**src/rtl/core/saq_pkg.sv**
```systemverilog
// shared types, constants and control structs of the sorted alarm queue
`timescale 1ns / 1ps

package saq_pkg;

	localparam int QUEUE_DEPTH_DEF = 16;
	localparam int RESULT_LIMIT    = 16;
	localparam int TICK_W          = 32;
	localparam int ID_W            = 8;
	localparam int KIND_W          = 2;
	localparam int FIRED_W         = $clog2(RESULT_LIMIT + 1);

	localparam logic OP_SET   = 1'b0;
	localparam logic OP_CHECK = 1'b1;

	localparam logic [KIND_W-1:0] KIND_SET_OK   = 2'd0;
	localparam logic [KIND_W-1:0] KIND_SET_FULL = 2'd1;
	localparam logic [KIND_W-1:0] KIND_FIRED    = 2'd2;
	localparam logic [KIND_W-1:0] KIND_NONE     = 2'd3;

	typedef struct packed {
		logic [TICK_W-1:0] tick;
		logic [ID_W-1:0]   id;
	} entry_t;

	typedef enum logic [2:0] {
		IDX_HOLD  = 3'd0,
		IDX_COUNT = 3'd1,
		IDX_ZERO  = 3'd2,
		IDX_INC   = 3'd3,
		IDX_DEC   = 3'd4
	} idx_op_t;

	typedef struct packed {
		logic              load;
		logic              rd_en;
		logic              rd_prev;
		logic              wr_en;
		logic              wr_at_pos;
		logic              wr_new;
		idx_op_t           idx_op;
		logic              pos_load;
		logic              pos_inc;
		logic              fired_clr;
		logic              fired_inc;
		logic              pend_load;
		logic              count_inc;
		logic              count_sub;
		logic              emit;
		logic [KIND_W-1:0] emit_kind;
		logic              emit_pend;
		logic              emit_last;
	} cmd_t;

	typedef struct packed {
		logic full;
		logic idx_zero;
		logic idx_at_count;
		logic rd_lt_key;
		logic rd_eq_key;
		logic fired_zero;
		logic fired_at_limit;
		logic out_free;
	} sts_t;

endpackage

```
**src/rtl/core/saq_datapath.sv**
```systemverilog
// queue memory, walk pointers, pending fired id and output register
`timescale 1ns / 1ps

module saq_datapath import saq_pkg::*; #(
	parameter int QUEUE_DEPTH = QUEUE_DEPTH_DEF
) (
	input  logic              clk,
	input  logic              arst_n,
	input  cmd_t              cmd,
	output sts_t              sts,
	input  logic              operation,
	input  logic [TICK_W-1:0] alarm_tick,
	input  logic [ID_W-1:0]   callback_id,
	input  logic [TICK_W-1:0] system_tick,
	input  logic              out_ready,
	output logic              out_valid,
	output logic [KIND_W-1:0] result_kind,
	output logic [ID_W-1:0]   fired_callback,
	output logic              last_result
);

	localparam int AW = (QUEUE_DEPTH > 1) ? $clog2(QUEUE_DEPTH) : 1;
	localparam int CW = $clog2(QUEUE_DEPTH + 1);

	entry_t              mem_q [QUEUE_DEPTH];
	entry_t              rdata_q;
	logic [TICK_W-1:0]   key_q;
	logic [ID_W-1:0]     new_id_q;
	logic [ID_W-1:0]     pend_q;
	logic [CW-1:0]       idx_q;
	logic [CW-1:0]       pos_q;
	logic [CW-1:0]       count_q;
	logic [FIRED_W-1:0]  fired_q;
	logic                out_valid_q;
	logic [KIND_W-1:0]   kind_q;
	logic [ID_W-1:0]     cb_q;
	logic                last_q;

	logic [CW-1:0]       rd_idx;
	logic [CW-1:0]       wr_idx;
	entry_t              wr_data;

	assign rd_idx  = cmd.rd_prev ? idx_q - 1'b1 : idx_q;
	assign wr_idx  = cmd.wr_at_pos ? pos_q : idx_q;
	assign wr_data = cmd.wr_new ? entry_t'{tick: key_q, id: new_id_q} : rdata_q;

	// single write port, single registered read port
	always_ff @(posedge clk) begin
		if (cmd.wr_en) begin
			mem_q[wr_idx[AW-1:0]] <= wr_data;
		end
		if (cmd.rd_en) begin
			rdata_q <= mem_q[rd_idx[AW-1:0]];
		end
	end

	always_ff @(posedge clk) begin
		if (cmd.load) begin
			key_q    <= (operation == OP_CHECK) ? system_tick : alarm_tick;
			new_id_q <= callback_id;
		end
		if (cmd.pend_load) begin
			pend_q <= rdata_q.id;
		end
	end

	always_ff @(posedge clk or negedge arst_n) begin
		if (!arst_n) begin
			idx_q   <= '0;
			pos_q   <= '0;
			count_q <= '0;
			fired_q <= '0;
		end else begin
			case (cmd.idx_op)
				IDX_HOLD:  idx_q <= idx_q;
				IDX_COUNT: idx_q <= count_q;
				IDX_ZERO:  idx_q <= '0;
				IDX_INC:   idx_q <= idx_q + 1'b1;
				IDX_DEC:   idx_q <= idx_q - 1'b1;
				default:   idx_q <= idx_q;
			endcase
			if (cmd.pos_load) begin
				pos_q <= idx_q;
			end else if (cmd.pos_inc) begin
				pos_q <= pos_q + 1'b1;
			end
			if (cmd.count_inc) begin
				count_q <= count_q + 1'b1;
			end else if (cmd.count_sub) begin
				count_q <= count_q - CW'(fired_q);
			end
			if (cmd.fired_clr) begin
				fired_q <= '0;
			end else if (cmd.fired_inc) begin
				fired_q <= fired_q + 1'b1;
			end
		end
	end

	// output register, refilled in the cycle its beat is taken
	always_ff @(posedge clk or negedge arst_n) begin
		if (!arst_n) begin
			out_valid_q <= 1'b0;
		end else if (cmd.emit) begin
			out_valid_q <= 1'b1;
		end else if (out_ready) begin
			out_valid_q <= 1'b0;
		end
	end

	always_ff @(posedge clk) begin
		if (cmd.emit) begin
			kind_q <= cmd.emit_kind;
			cb_q   <= cmd.emit_pend ? pend_q : '0;
			last_q <= cmd.emit_last;
		end
	end

	assign out_valid      = out_valid_q;
	assign result_kind    = kind_q;
	assign fired_callback = cb_q;
	assign last_result    = last_q;

	assign sts.full           = (count_q == CW'(QUEUE_DEPTH));
	assign sts.idx_zero       = (idx_q == '0);
	assign sts.idx_at_count   = (idx_q == count_q);
	assign sts.rd_lt_key      = (rdata_q.tick < key_q);
	assign sts.rd_eq_key      = (rdata_q.tick == key_q);
	assign sts.fired_zero     = (fired_q == '0);
	assign sts.fired_at_limit = (fired_q == FIRED_W'(RESULT_LIMIT));
	assign sts.out_free       = !out_valid_q || out_ready;

	a_count_bound: assert property (@(posedge clk) disable iff (!arst_n)
		count_q <= CW'(QUEUE_DEPTH))
		else $error("entry count above queue depth");

	a_fired_bound: assert property (@(posedge clk) disable iff (!arst_n)
		fired_q <= FIRED_W'(RESULT_LIMIT))
		else $error("fired count above result limit");

	a_read_valid: assert property (@(posedge clk) disable iff (!arst_n)
		cmd.rd_en |-> rd_idx < count_q)
		else $error("read of an entry beyond the fill level");

	a_compact_order: assert property (@(posedge clk) disable iff (!arst_n)
		(cmd.wr_en && cmd.wr_at_pos) |-> pos_q < idx_q)
		else $error("compaction destination not behind source");

	a_emit_free: assert property (@(posedge clk) disable iff (!arst_n)
		cmd.emit |-> (!out_valid_q || out_ready))
		else $error("result written over an untaken beat");

endmodule

```
**src/rtl/core/saq_ctrl.sv**
```systemverilog
// controller sequencing insert, fire scan and compaction walks
`timescale 1ns / 1ps

module saq_ctrl import saq_pkg::*; (
	input  logic clk,
	input  logic arst_n,
	input  logic in_valid,
	input  logic operation,
	input  sts_t sts,
	output logic in_ready,
	output cmd_t cmd
);

	typedef enum logic [9:0] {
		ST_IDLE      = 10'b0000000001,
		ST_SET_RD    = 10'b0000000010,
		ST_SET_EV    = 10'b0000000100,
		ST_RESP_OK   = 10'b0000001000,
		ST_RESP_FULL = 10'b0000010000,
		ST_CHK_RD    = 10'b0000100000,
		ST_CHK_EV    = 10'b0001000000,
		ST_CHK_END   = 10'b0010000000,
		ST_CMP_RD    = 10'b0100000000,
		ST_CMP_WR    = 10'b1000000000
	} state_t;

	state_t state_q;
	state_t state_d;

	assign in_ready = (state_q == ST_IDLE);

	always_comb begin
		state_d    = state_q;
		cmd        = '0;
		cmd.idx_op = IDX_HOLD;
		case (state_q)
			ST_IDLE: begin
				if (in_valid) begin
					cmd.load = 1'b1;
					if (operation == OP_SET) begin
						cmd.idx_op = IDX_COUNT;
						state_d    = sts.full ? ST_RESP_FULL : ST_SET_RD;
					end else begin
						cmd.idx_op    = IDX_ZERO;
						cmd.fired_clr = 1'b1;
						state_d       = ST_CHK_RD;
					end
				end
			end
			// walk from the tail, shifting entries up until the slot is found
			ST_SET_RD: begin
				if (sts.idx_zero) begin
					cmd.wr_en     = 1'b1;
					cmd.wr_new    = 1'b1;
					cmd.count_inc = 1'b1;
					state_d       = ST_RESP_OK;
				end else begin
					cmd.rd_en   = 1'b1;
					cmd.rd_prev = 1'b1;
					state_d     = ST_SET_EV;
				end
			end
			ST_SET_EV: begin
				cmd.wr_en = 1'b1;
				if (!sts.rd_lt_key) begin
					cmd.idx_op = IDX_DEC;
					state_d    = ST_SET_RD;
				end else begin
					cmd.wr_new    = 1'b1;
					cmd.count_inc = 1'b1;
					state_d       = ST_RESP_OK;
				end
			end
			ST_RESP_OK: begin
				if (sts.out_free) begin
					cmd.emit      = 1'b1;
					cmd.emit_kind = KIND_SET_OK;
					cmd.emit_last = 1'b1;
					state_d       = ST_IDLE;
				end
			end
			ST_RESP_FULL: begin
				if (sts.out_free) begin
					cmd.emit      = 1'b1;
					cmd.emit_kind = KIND_SET_FULL;
					cmd.emit_last = 1'b1;
					state_d       = ST_IDLE;
				end
			end
			ST_CHK_RD: begin
				if (sts.idx_at_count || sts.fired_at_limit) begin
					state_d = ST_CHK_END;
				end else begin
					cmd.rd_en = 1'b1;
					state_d   = ST_CHK_EV;
				end
			end
			// each fired id waits in a holding register until we know if it is the last
			ST_CHK_EV: begin
				if (sts.rd_lt_key) begin
					cmd.idx_op = IDX_INC;
					state_d    = ST_CHK_RD;
				end else if (sts.rd_eq_key) begin
					if (sts.fired_zero) begin
						cmd.pos_load  = 1'b1;
						cmd.pend_load = 1'b1;
						cmd.fired_inc = 1'b1;
						cmd.idx_op    = IDX_INC;
						state_d       = ST_CHK_RD;
					end else if (sts.out_free) begin
						cmd.emit      = 1'b1;
						cmd.emit_kind = KIND_FIRED;
						cmd.emit_pend = 1'b1;
						cmd.pend_load = 1'b1;
						cmd.fired_inc = 1'b1;
						cmd.idx_op    = IDX_INC;
						state_d       = ST_CHK_RD;
					end
				end else begin
					state_d = ST_CHK_END;
				end
			end
			ST_CHK_END: begin
				if (sts.out_free) begin
					cmd.emit      = 1'b1;
					cmd.emit_last = 1'b1;
					if (sts.fired_zero) begin
						cmd.emit_kind = KIND_NONE;
						state_d       = ST_IDLE;
					end else begin
						cmd.emit_kind = KIND_FIRED;
						cmd.emit_pend = 1'b1;
						state_d       = ST_CMP_RD;
					end
				end
			end
			// close the gap left by fired entries
			ST_CMP_RD: begin
				if (sts.idx_at_count) begin
					cmd.count_sub = 1'b1;
					state_d       = ST_IDLE;
				end else begin
					cmd.rd_en = 1'b1;
					state_d   = ST_CMP_WR;
				end
			end
			ST_CMP_WR: begin
				cmd.wr_en     = 1'b1;
				cmd.wr_at_pos = 1'b1;
				cmd.pos_inc   = 1'b1;
				cmd.idx_op    = IDX_INC;
				state_d       = ST_CMP_RD;
			end
			default: begin
				state_d = ST_IDLE;
			end
		endcase
	end

	always_ff @(posedge clk or negedge arst_n) begin
		if (!arst_n) begin
			state_q <= ST_IDLE;
		end else begin
			state_q <= state_d;
		end
	end

	a_load_idle: assert property (@(posedge clk) disable iff (!arst_n)
		cmd.load |=> state_q != ST_IDLE)
		else $error("accepted beat left controller idle");

	a_wr_rd_excl: assert property (@(posedge clk) disable iff (!arst_n)
		!(cmd.rd_en && cmd.wr_en))
		else $error("read and write issued in the same cycle");

	a_count_once: assert property (@(posedge clk) disable iff (!arst_n)
		cmd.count_inc |=> state_q == ST_RESP_OK)
		else $error("insert finished without a set response");

endmodule

```
**src/rtl/core/sorted_alarm_queue_unit.sv**
```systemverilog
// top level of the sorted alarm queue: controller plus datapath
//
//  channel | handshake           | payload
//  in      | in_valid / in_ready   | operation, alarm_tick, callback_id, system_tick
//  out     | out_valid / out_ready | result_kind, fired_callback, last_result
//
// after an accepted set beat in_ready stays low while entries are shifted up and
// the response is sent; a refused set keeps it low until its response is sent. a
// check beat keeps it low while the walk reads entries and while the entries behind
// the fired ones are moved up; the single-port queue memory with its registered
// read sets the pace. reset empties the queue at once, memory contents are left
// as they are. a stalled out_ready holds the walk only when a new result needs
// the output register.
`timescale 1ns / 1ps

module sorted_alarm_queue_unit import saq_pkg::*; #(
	parameter int QUEUE_DEPTH = QUEUE_DEPTH_DEF
) (
	input  logic              clk,
	input  logic              arst_n,
	input  logic              in_valid,
	output logic              in_ready,
	input  logic              operation,
	input  logic [TICK_W-1:0] alarm_tick,
	input  logic [ID_W-1:0]   callback_id,
	input  logic [TICK_W-1:0] system_tick,
	output logic              out_valid,
	input  logic              out_ready,
	output logic [KIND_W-1:0] result_kind,
	output logic [ID_W-1:0]   fired_callback,
	output logic              last_result
);

	cmd_t cmd;
	sts_t sts;

	saq_ctrl u_ctrl (
		.clk       (clk),
		.arst_n    (arst_n),
		.in_valid  (in_valid),
		.operation (operation),
		.sts       (sts),
		.in_ready  (in_ready),
		.cmd       (cmd)
	);

	saq_datapath #(
		.QUEUE_DEPTH (QUEUE_DEPTH)
	) u_datapath (
		.clk            (clk),
		.arst_n         (arst_n),
		.cmd            (cmd),
		.sts            (sts),
		.operation      (operation),
		.alarm_tick     (alarm_tick),
		.callback_id    (callback_id),
		.system_tick    (system_tick),
		.out_ready      (out_ready),
		.out_valid      (out_valid),
		.result_kind    (result_kind),
		.fired_callback (fired_callback),
		.last_result    (last_result)
	);

endmodule
```
**config.mk**
```make
export PLATFORM = sky130hd
export DESIGN_NAME = sorted_alarm_queue_unit
export DESIGN_NICKNAME = d
export VERILOG_FILES = /design/src/rtl/core/saq_pkg.sv /design/src/rtl/core/saq_datapath.sv /design/src/rtl/core/saq_ctrl.sv /design/src/rtl/core/sorted_alarm_queue_unit.sv
export SDC_FILE = /design/constraint.sdc
export NUM_CORES = 1
export LEC_CHECK = 0
export BUFFER_PORTS_ARGS = -buffer_cell sky130_fd_sc_hd__buf_2
export CAP_MARGIN = 20
export CORE_UTILIZATION = 55
export DETAILED_ROUTE_END_ITERATION = 10
export PLACE_DENSITY = 0.77
export SETUP_SLACK_MARGIN = 0.02
export SYNTH_ARGS = -nofsm -noshare
export SYNTH_HDL_FRONTEND = slang
export SYNTH_HIERARCHICAL = 1
export SYNTH_SLANG_ARGS = --single-unit
```
**constraint.sdc**
```tcl
create_clock -name clk -period 5.9 [get_ports clk]
set_input_delay 0.59 -clock clk [delete_from_list [all_inputs] [get_ports clk]]
set_output_delay 0.59 -clock clk [all_outputs]
set_load 0.01 [all_outputs]
```
==> Yosys cells after proc, flatten, opt, wreduce, memory -nomap -nowiden <==
Memory sizes are Yosys's and may differ from the RTL's. A register that Yosys moved wholly into a read port is not among the register bits.
Cells that the tools add are included.
{ "op_classes": {"eq_ne": 22, "n_mux": 76, "reduce_logical": 13, "add_sub_neg": 6, "n_lt_le_gt_ge": 1} }
{ "ops": {"columns": ["operator", "count"], "rows": [
  ["$mux W10", 9],
  ["$pmux W10 S9", 1],
  ["$mux W40", 1],
  ["$mux W5", 8],
  ["$mux W4", 9],
  ["$eq A32 B32 Y1", 1],
  ["$lt A32 B32 Y1", 1],
  ["$mux W32", 1],
  ["$pmux W3 S4", 2],
  ["$mux W1", 23],
  ["$add A5 B1 Y5 const B", 4],
  ["$pmux W5 S4", 1],
  ["$mux W3", 6],
  ["$mux W2", 8],
  ["$eq A10 B1 Y1 const B", 1],
  ["$eq A10 B10 Y1 const B", 1],
  ["$eq A10 B2 Y1 const B", 1],
  ["$eq A10 B3 Y1 const B", 1],
  ["$eq A10 B4 Y1 const B", 1],
  ["$eq A10 B5 Y1 const B", 1],
  ["$eq A10 B6 Y1 const B", 1],
  ["$eq A10 B7 Y1 const B", 1],
  ["$eq A10 B8 Y1 const B", 1],
  ["$eq A10 B9 Y1 const B", 1],
  ["21 further kinds", 33]
]} }
{ "word_totals": {"inputBits": 77, "mem_count": 1, "ff_bits": 90, "wordCells": 131, "ramBits": 640, "out_inout_bits": 13} }
{ "memory_table": {"columns": ["name", "words", "width", "rd", "rd_clocked_by_memory_dff", "wr", "line_no", "rtl"], "rows": [
  ["u_datapath.mem_q", 16, 40, 1, 1, 1, "saq_datapath.sv:25", "entry_t mem_q [QUEUE_DEPTH];"]
]} }

==> Logic depth before layout (Yosys ltp) <==
Gate-level depths: netlist of run 1.
{ "depth": {"depth_word": 9, "depth_mapped": 17, "ltp_nobuf": 17} }

==> Hierarchy <==
The synthesis of run 1 kept the hierarchy.
{ "by_module_without_submodules": {"columns": ["mod", "instances", "cells_per_inst", "area_each_um2"], "rows": [
  ["saq_datapath", 1, 1490, 30219.0],
  ["saq_ctrl", 1, 124, 924.6]
]} }

==> Worst setup path after synthesis of run 1 <==
OpenSTA, ideal clock, no wires.
{ "synth_path": {"path_kind": "register -> register", "from": "register u_ctrl.state_q[1]", "to": "memory u_datapath/mem_q[13][0] (netlist bit) (enable)", "slack_ns": 1.210, "stages_incl_launch_ff": 10, "arrival_ns": 4.253, "path_cell_list": "dfrtp_1 nor3_1 nand2_1 nor4bb_1 buf_4 clkbuf_1 nand3_1 o21ai_0 nand2_1 nor2_1"} }
{ "synth_rtl": {"columns": ["element", "line_no", "rtl"], "rows": [
  ["start, declared", "saq_ctrl.sv:27", "state_t state_q;"],
  ["start signal, assigned", "saq_ctrl.sv:164", "state_q <= state_d;"],
  ["end, declared", "saq_datapath.sv:25", null]
]} }

==> results.sh, run 1 <==
export IMPL_status="complete, no violations"
export IMPL_final_cell_mix="739 x edfxtp_1, 160 x mux4_2, 91 x buf_2, 82 x a22oi_1, 77 x clkbuf_16"
export IMPL_crit_required_ns=6.26
export IMPL_comb_power_share=0.261
export IMPL_synth_edf_count=739
export IMPL_core_area_um2=55500
export IMPL_power_uw=16300
export IMPL_gr_total_overflow=0
export IMPL_min_path_type="in2async"
export IMPL_synth_compound_area_frac=0.0369
export IMPL_cp_slowest_cell="mux4_2"
export IMPL_drt_first_iter_violations=2302
export IMPL_cts_buffer_depth=3
export IMPL_path_clk_slew_ns=0.06
export IMPL_yosysWarnings=6
export IMPL_tns_ns=0
export IMPL_fmax_mhz=222
export IMPL_cts_buffers=75
export IMPL_dpl_hpwl_mm=38.0
export IMPL_power_density_nw_per_um2=460
export IMPL_r2r_start="u_ctrl/state_q[7]"
export IMPL_p_seq_frac=0.441
export IMPL_io_pins=90
export IMPL_syn2layout_area_growth_pct=13.6
export IMPL_numClockSinks=769
export IMPL_ys_types=61
export IMPL_grt_pass1_vias=16600
export IMPL_ctsHoldBuffers=0
export IMPL_slew_headroom=0.327
export IMPL_synthArstFlopShare=0.0390
export IMPL_antennaDiodeCount=0
export IMPL_synthAdderAreaFrac=0.0179
export IMPL_cp_num_cells=9
export IMPL_startpoint_type="register"
export IMPL_die_area_um2=57600
export IMPL_nets=1870
export IMPL_seq_area_frac_synth=0.737
export IMPL_grt_pass1_wl_mm=107
export IMPL_switchingPower_uw=4850
export IMPL_cts_setup_buffers=0
export IMPL_fp_dieW_um=240
export IMPL_synth_area_mux_share=0.145
export IMPL_maxCapViolations=0
export IMPL_critical_path_top_delay_family="simple AND/OR/NAND/NOR gates"
export IMPL_syn_inst=1614
export IMPL_rsz0062_at_grt="false"
export IMPL_ys_seq_elements=769
export IMPL_worst_ep_arrival_time_ns=4.87
export IMPL_firstDrtPassIters=7
export IMPL_synth_top_family_by_area="multiplexers"
export IMPL_period_share=0.764
export IMPL_slew_violations=0
export IMPL_p_sw_frac=0.298
export IMPL_ant_nets=0
export IMPL_grt_max_degree=70
export IMPL_gp_congestion=0.851
export IMPL_final_hold_violation_count=0
export IMPL_critPathKind="reg2reg"
export IMPL_synthXorXnorAreaFrac=0.00759
export IMPL_antenna_found_initial=0
export IMPL_r2r_slack_ns=1.39
export IMPL_final_common_cell="edfxtp_1"
export IMPL_vdd_ir_drop_max_mv=0.336
export IMPL_rr_endpoint="u_datapath/rdata_q[6]"
export IMPL_clkPwrFrac=0.298
export IMPL_fin_skew_ns=0.0365
export IMPL_synth_area_um2=31100
export IMPL_worstSkewPairLatency_ns=0.62
export IMPL_path_max_fanout=69
export IMPL_num_vias=16400
export IMPL_die_h_um=240
export IMPL_max_stage_delay_ns=0.61
export IMPL_drc=0
export IMPL_cts_resized=0
export IMPL_syn_nets=1735
export IMPL_critPathCaptureType="register"
export IMPL_cp_startpoint="u_ctrl/state_q[7]"
export IMPL_p_leak_uw=0.0118
export IMPL_htreeDepth=3
export IMPL_grt_usage=0.261
export IMPL_start_util=0.561
export IMPL_synth_ff_type="edfxtp_1"
export IMPL_vias_per_cell=6.43
export IMPL_synthSimpleGateAreaFrac=0.0391
export IMPL_stdcell_count=2555
export IMPL_rows=86
export IMPL_wl_per_cell_um=28.6
export IMPL_tightest_slew_ns=1.01
export IMPL_dpl_cell_count=2416
export IMPL_avgSynthCellArea_um2=19.3
export IMPL_period_needed_ns=4.51
export IMPL_drive_gt1_frac=0.287
export IMPL_routed_wl_mm=73.2
export IMPL_ctsRootBufferMaster="clkbuf_16"
export IMPL_cp_cell_sequence="or4_4 > or4_1 > nor3_1 > clkbuf_4 > xnor2_2 > buf_12 > mux4_2 > a22oi_1 > nand2_1"
export IMPL_crit_buf_inv=2
export IMPL_setup_violations=0
export IMPL_r2r_cells=9
export IMPL_cp_endpoint="u_datapath/rdata_q[6]"
export IMPL_numPortBuffers=89
export IMPL_intPower_uw=11400
export IMPL_cts_tree="built"
-- metal layers --
| layer | routed length [µm] | track usage | part of all wire |
|---|---|---|---|
| met3 | 6680 | 0.0468 | 0.091 |
| met1 | 27300 | 0.353 | 0.37 |
| met4 | 2500 | 0.0934 | 0.034 |
| met2 | 36600 | 0.430 | 0.50 |
| met5 | 0 | 0 | 0 |
-- synth_stat cells (6+ instances only) --
| cell type | number | area [µm²] |
|---|---|---|
| clkbuf_1 | 45 | 169 |
| inv_1 | 46 | 173 |
| buf_4 | 6 | 45.0 |
| and2_1 | 9 | 56.3 |
| buf_2 | 19 | 95.1 |
| ha_1 | 43 | 538 |
| nand2b_1 | 7 | 43.8 |
| nand4_1 | 13 | 81.3 |
| nand2_1 | 72 | 270 |
| nor2_1 | 65 | 244 |
| mux4_2 | 160 | 3600 |
| nand3_1 | 13 | 65.1 |
| nor4_1 | 6 | 37.5 |
| xnor2_1 | 13 | 114 |
| xor2_1 | 14 | 123 |
| mux2_2 | 74 | 833 |
| dfrtp_1 | 29 | 726 |
| o21ai_0 | 29 | 145 |
| a21o_1 | 7 | 52.6 |
| a21oi_1 | 20 | 100 |
| edfxtp_1 | 739 | 22200 |
| buf_1 | 6 | 22.5 |
| a22oi_1 | 82 | 616 |
| nor3_1 | 17 | 85.1 |
-- state kept, by name, summed over array words and instances, names as in the netlist --
name,flops
u_datapath/mem_q,640
u_datapath/rdata_q,40
u_datapath/key_q,32
u_ctrl/state_q,10
u_datapath/fired_callback,8
u_datapath/new_id_q,8
u_datapath/pend_q,8
u_datapath/count_q,5
u_datapath/fired_q,5
u_datapath/idx_q,5
u_datapath/pos_q,4
u_datapath/result_kind,2
u_datapath/last_result,1
u_datapath/out_valid,1
-- cell families after synthesis --
logic type,count (synthesis)
compound gates,166
xor+xnor,27
fa+ha+maj,44
buf+inv,123
flops,769
mux,241
simple gates,244
-- final cells by class --
type                    count  area [µm²]
flip-flops and latches    769       22900
fillers                  3658       20100
multi-input cells         722        7880
clock buffers              90        1980
repair buffers            135         958
well taps                 748         936
clock inverters            45         532
inverters                  46         173
-- worst min path at each step --
stage | from | cells after the start | slack (ns) | end
global placement | u_datapath/rdata_q[5] | 0 | 0.44 | u_datapath/pend_q[5]
floorplan | arst_n | 0 | 0.29 | u_ctrl/state_q[1]
global route | arst_n | 1 | 0.07 | u_ctrl/state_q[4]
CTS | arst_n | 1 | 0.04 | u_datapath/count_q[2]
finish | arst_n | 1 | 0.03 | u_ctrl/state_q[4]
detailed placement | u_datapath/rdata_q[5] | 0 | 0.45 | u_datapath/pend_q[5]
-- stage by stage --
step	utilization	worst slack, ns	cell area [µm²]	hold slack [ns]
after global placement	0.592	1.35	32900	0.436
final	0.637	1.39	35400	0.0343
after CTS	0.637	0.985	35400	0.0433
after global routing	0.637	1.14	35400	0.0707
after floorplan	-	1.21	31100	0.294
after detailed placement	0.592	1.06	32900	0.447
-- worst reg2reg max path, cell delays in order, from the launching register on --
cell and delay, ns:
dfrtp_1 0.52, or4_4 0.60, or4_1 0.53, nor3_1 0.40
clkbuf_4 0.30, xnor2_2 0.36, buf_12 0.52, mux4_2 0.68
a22oi_1 0.26, nand2_1 0.09
-- power groups by stage --
stage | clock (µW) | sequential, µW | combinational [µW]
final | 4850 | 7170 | 4250
after detailed placement | 0 | 7260 | 4190
after global routing | 5100 | 7190 | 4560
after floorplan | 0 | 7110 | 3000
after CTS | 4910 | 7160 | 4230
after global placement | 0 | 7260 | 4020
No activity file was read; power rests on OpenSTA's default activity.
==> inputs of run 2 (changes only) <==
--- a/config.mk
+++ b/config.mk
@@ -9,7 +9,7 @@
 export CAP_MARGIN = 20
 export CORE_UTILIZATION = 55
 export DETAILED_ROUTE_END_ITERATION = 10
-export PLACE_DENSITY = 0.77
+export PLACE_DENSITY = 0.8
 export SETUP_SLACK_MARGIN = 0.02
 export SYNTH_ARGS = -nofsm -noshare
 export SYNTH_HDL_FRONTEND = slang
==> constraint.sdc (replaced) <==
create_clock -name clk -period 3.7 [get_ports clk]
set_input_delay 0.37 -clock clk [delete_from_list [all_inputs] [get_ports clk]]
set_output_delay 0.37 -clock clk [all_outputs]
set_load 0.01 [all_outputs]
==> results.sh, run 2 (synthesized netlist as in run 1, its figures left out) <==
export IMPL_whs_ns=0.0371
export IMPL_min_path_type="in2reg"
export IMPL_grt_usage=0.270
export IMPL_slew_violations=0
export IMPL_path_clk_slew_ns=0.06
export IMPL_startpoint_type="register"
export IMPL_crit_buf_inv=3
export IMPL_dpl_hpwl_mm=39.7
export IMPL_worstSkewPairLatency_ns=0.64
export IMPL_crit_required_ns=4.18
export IMPL_final_util=0.668
export IMPL_cts_buffers=76
export IMPL_num_vias=17000
export IMPL_numPortBuffers=89
export IMPL_pre_cts_ws_ns=-0.342
export IMPL_power_density_nw_per_um2=744
export IMPL_status="complete, no violations"
export IMPL_worst_ep_arrival_time_ns=4.11
export IMPL_fmax_mhz=276
export IMPL_cp_endpoint="u_datapath/fired_callback[7]"
export IMPL_slew_headroom=0.288
export IMPL_start_util=0.561
export IMPL_grt_max_degree=49
export IMPL_nets=1995
export IMPL_max_stage_delay_ns=0.45
export IMPL_setup_violations=0
export IMPL_ctsRootBufferMaster="clkbuf_16"
export IMPL_path_max_fanout=8
export IMPL_maxCapViolations=0
export IMPL_final_cell_mix="739 x edfxtp_1, 160 x mux4_2, 107 x buf_4, 89 x buf_2, 79 x a22oi_1"
export IMPL_critPathCaptureType="register"
export IMPL_p_leak_uw=0.0127
export IMPL_die_h_um=240
export IMPL_die_area_um2=57600
export IMPL_fillers=3458
export IMPL_cts_buffer_depth=3
export IMPL_dpl_cell_count=2510
export IMPL_final_common_cell="edfxtp_1"
export IMPL_firstDrtPassIters=8
export IMPL_routed_wl_mm=76.3
export IMPL_r2r_slack_ns=0.08
export IMPL_drt_first_iter_violations=2166
export IMPL_critPathKind="reg2reg"
export IMPL_setup_slack_ns=0.0770
export IMPL_cp_num_cells=12
export IMPL_numClockSinks=769
export IMPL_r2r_cells=12
export IMPL_cp_cell_sequence="inv_1 > ha_1 > nand4_1 > nor2_1 > nand3_1 > buf_4 > nor2_2 > or3b_4 > or3_4 > a211oi_4 > buf_6 > and2_1"
export IMPL_antenna_found_initial=0
export IMPL_critical_path_top_delay_family="simple AND/OR/NAND/NOR gates"
export IMPL_cp_slowest_cell="or3b_4"
export IMPL_rr_endpoint="u_datapath/fired_callback[7]"
export IMPL_core_area_um2=55500
export IMPL_gp_congestion=0.853
export IMPL_gr_total_overflow=0
export IMPL_fin_skew_ns=0.0323
export IMPL_drc=0
export IMPL_wl_per_cell_um=28.4
export IMPL_grt_pass1_wl_mm=111
export IMPL_period_needed_ns=3.62
export IMPL_cts_tree="built"
export IMPL_period_share=0.979
export IMPL_vdd_ir_drop_max_mv=0.480
export IMPL_r2r_start="u_datapath/key_q[28]"
export IMPL_rsz0062_at_grt="true"
export IMPL_io_pins=90
export IMPL_drive_gt1_frac=0.340
export IMPL_htreeDepth=3
export IMPL_vias_per_cell=6.35
export IMPL_ant_nets=0
export IMPL_antennaDiodeCount=0
export IMPL_stdcell_count=2684
export IMPL_syn2layout_area_growth_pct=19.1
export IMPL_fp_dieW_um=240
export IMPL_largest_reg_flops=640
export IMPL_cp_startpoint="u_datapath/key_q[28]"
export IMPL_final_hold_violation_count=0
export IMPL_tightest_slew_ns=1.06
export IMPL_power_uw=27600
export IMPL_grt_pass1_vias=17300
export IMPL_rows=86
-- run 2: how the worst min path moves through the flow --
stage,slack (ns),cells past startpoint,start,to
floorplan,0.07,0,arst_n,u_ctrl/state_q[1]
global placement,0.44,0,u_datapath/rdata_q[1],u_datapath/pend_q[1]
detailed placement,0.45,0,u_datapath/rdata_q[0],u_datapath/pend_q[0]
CTS,0.008,2,alarm_tick[26],u_datapath/key_q[26]
global route,0.03,2,system_tick[26],u_datapath/key_q[26]
finish,0.04,2,alarm_tick[26],u_datapath/key_q[26]
-- run 2: layout make-up --
type	instances	area, µm²	area share
repair buffers	258	2380	0.0641
multi-input cells	723	8100	0.218
well taps	748	936	0.0252
clock inverters	50	618	0.0167
flip-flops and latches	769	22900	0.618
clock buffers	90	1950	0.0527
inverters	46	173	0.00465
-- run 2: metrics by stage --
step                setup TNS, ns  instance area [µm²]
global placement          -134.50                34000
CTS                             0                36800
floorplan                 -159.80                31200
finish                          0                37100
global route              -0.0669                37100
detailed placement        -169.00                34000
-- run 2: repair_timing --
item	CTS	global route
cloned	1	1
setup buffers	1	23
hold buffers	9	0
pin swaps	15	11
gates resized for setup	46	14
endpoints found under the hold margin	37	0
setup endpoints to repair	692	663
-- run 2: where the power goes --
group / total, µW / internal [µW] / switching (µW)
clock network: 8010 / 4660 / 3350
logic: 8340 / 3660 / 4680
registers: 11300 / 11000 / 274
-- run 2: layer usage --
metal | vias to the layer above | global-route usage | routed length [µm] | part of all wire
met1 | 8762 | 0.367 | 28800 | 0.38
met5 | - | 0 | 0 | 0
met4 | 0 | 0.119 | 2620 | 0.034
met2 | 1010 | 0.435 | 38000 | 0.50
met3 | 165 | 0.0441 | 6830 | 0.090
li1 | 7101 | - | - | -
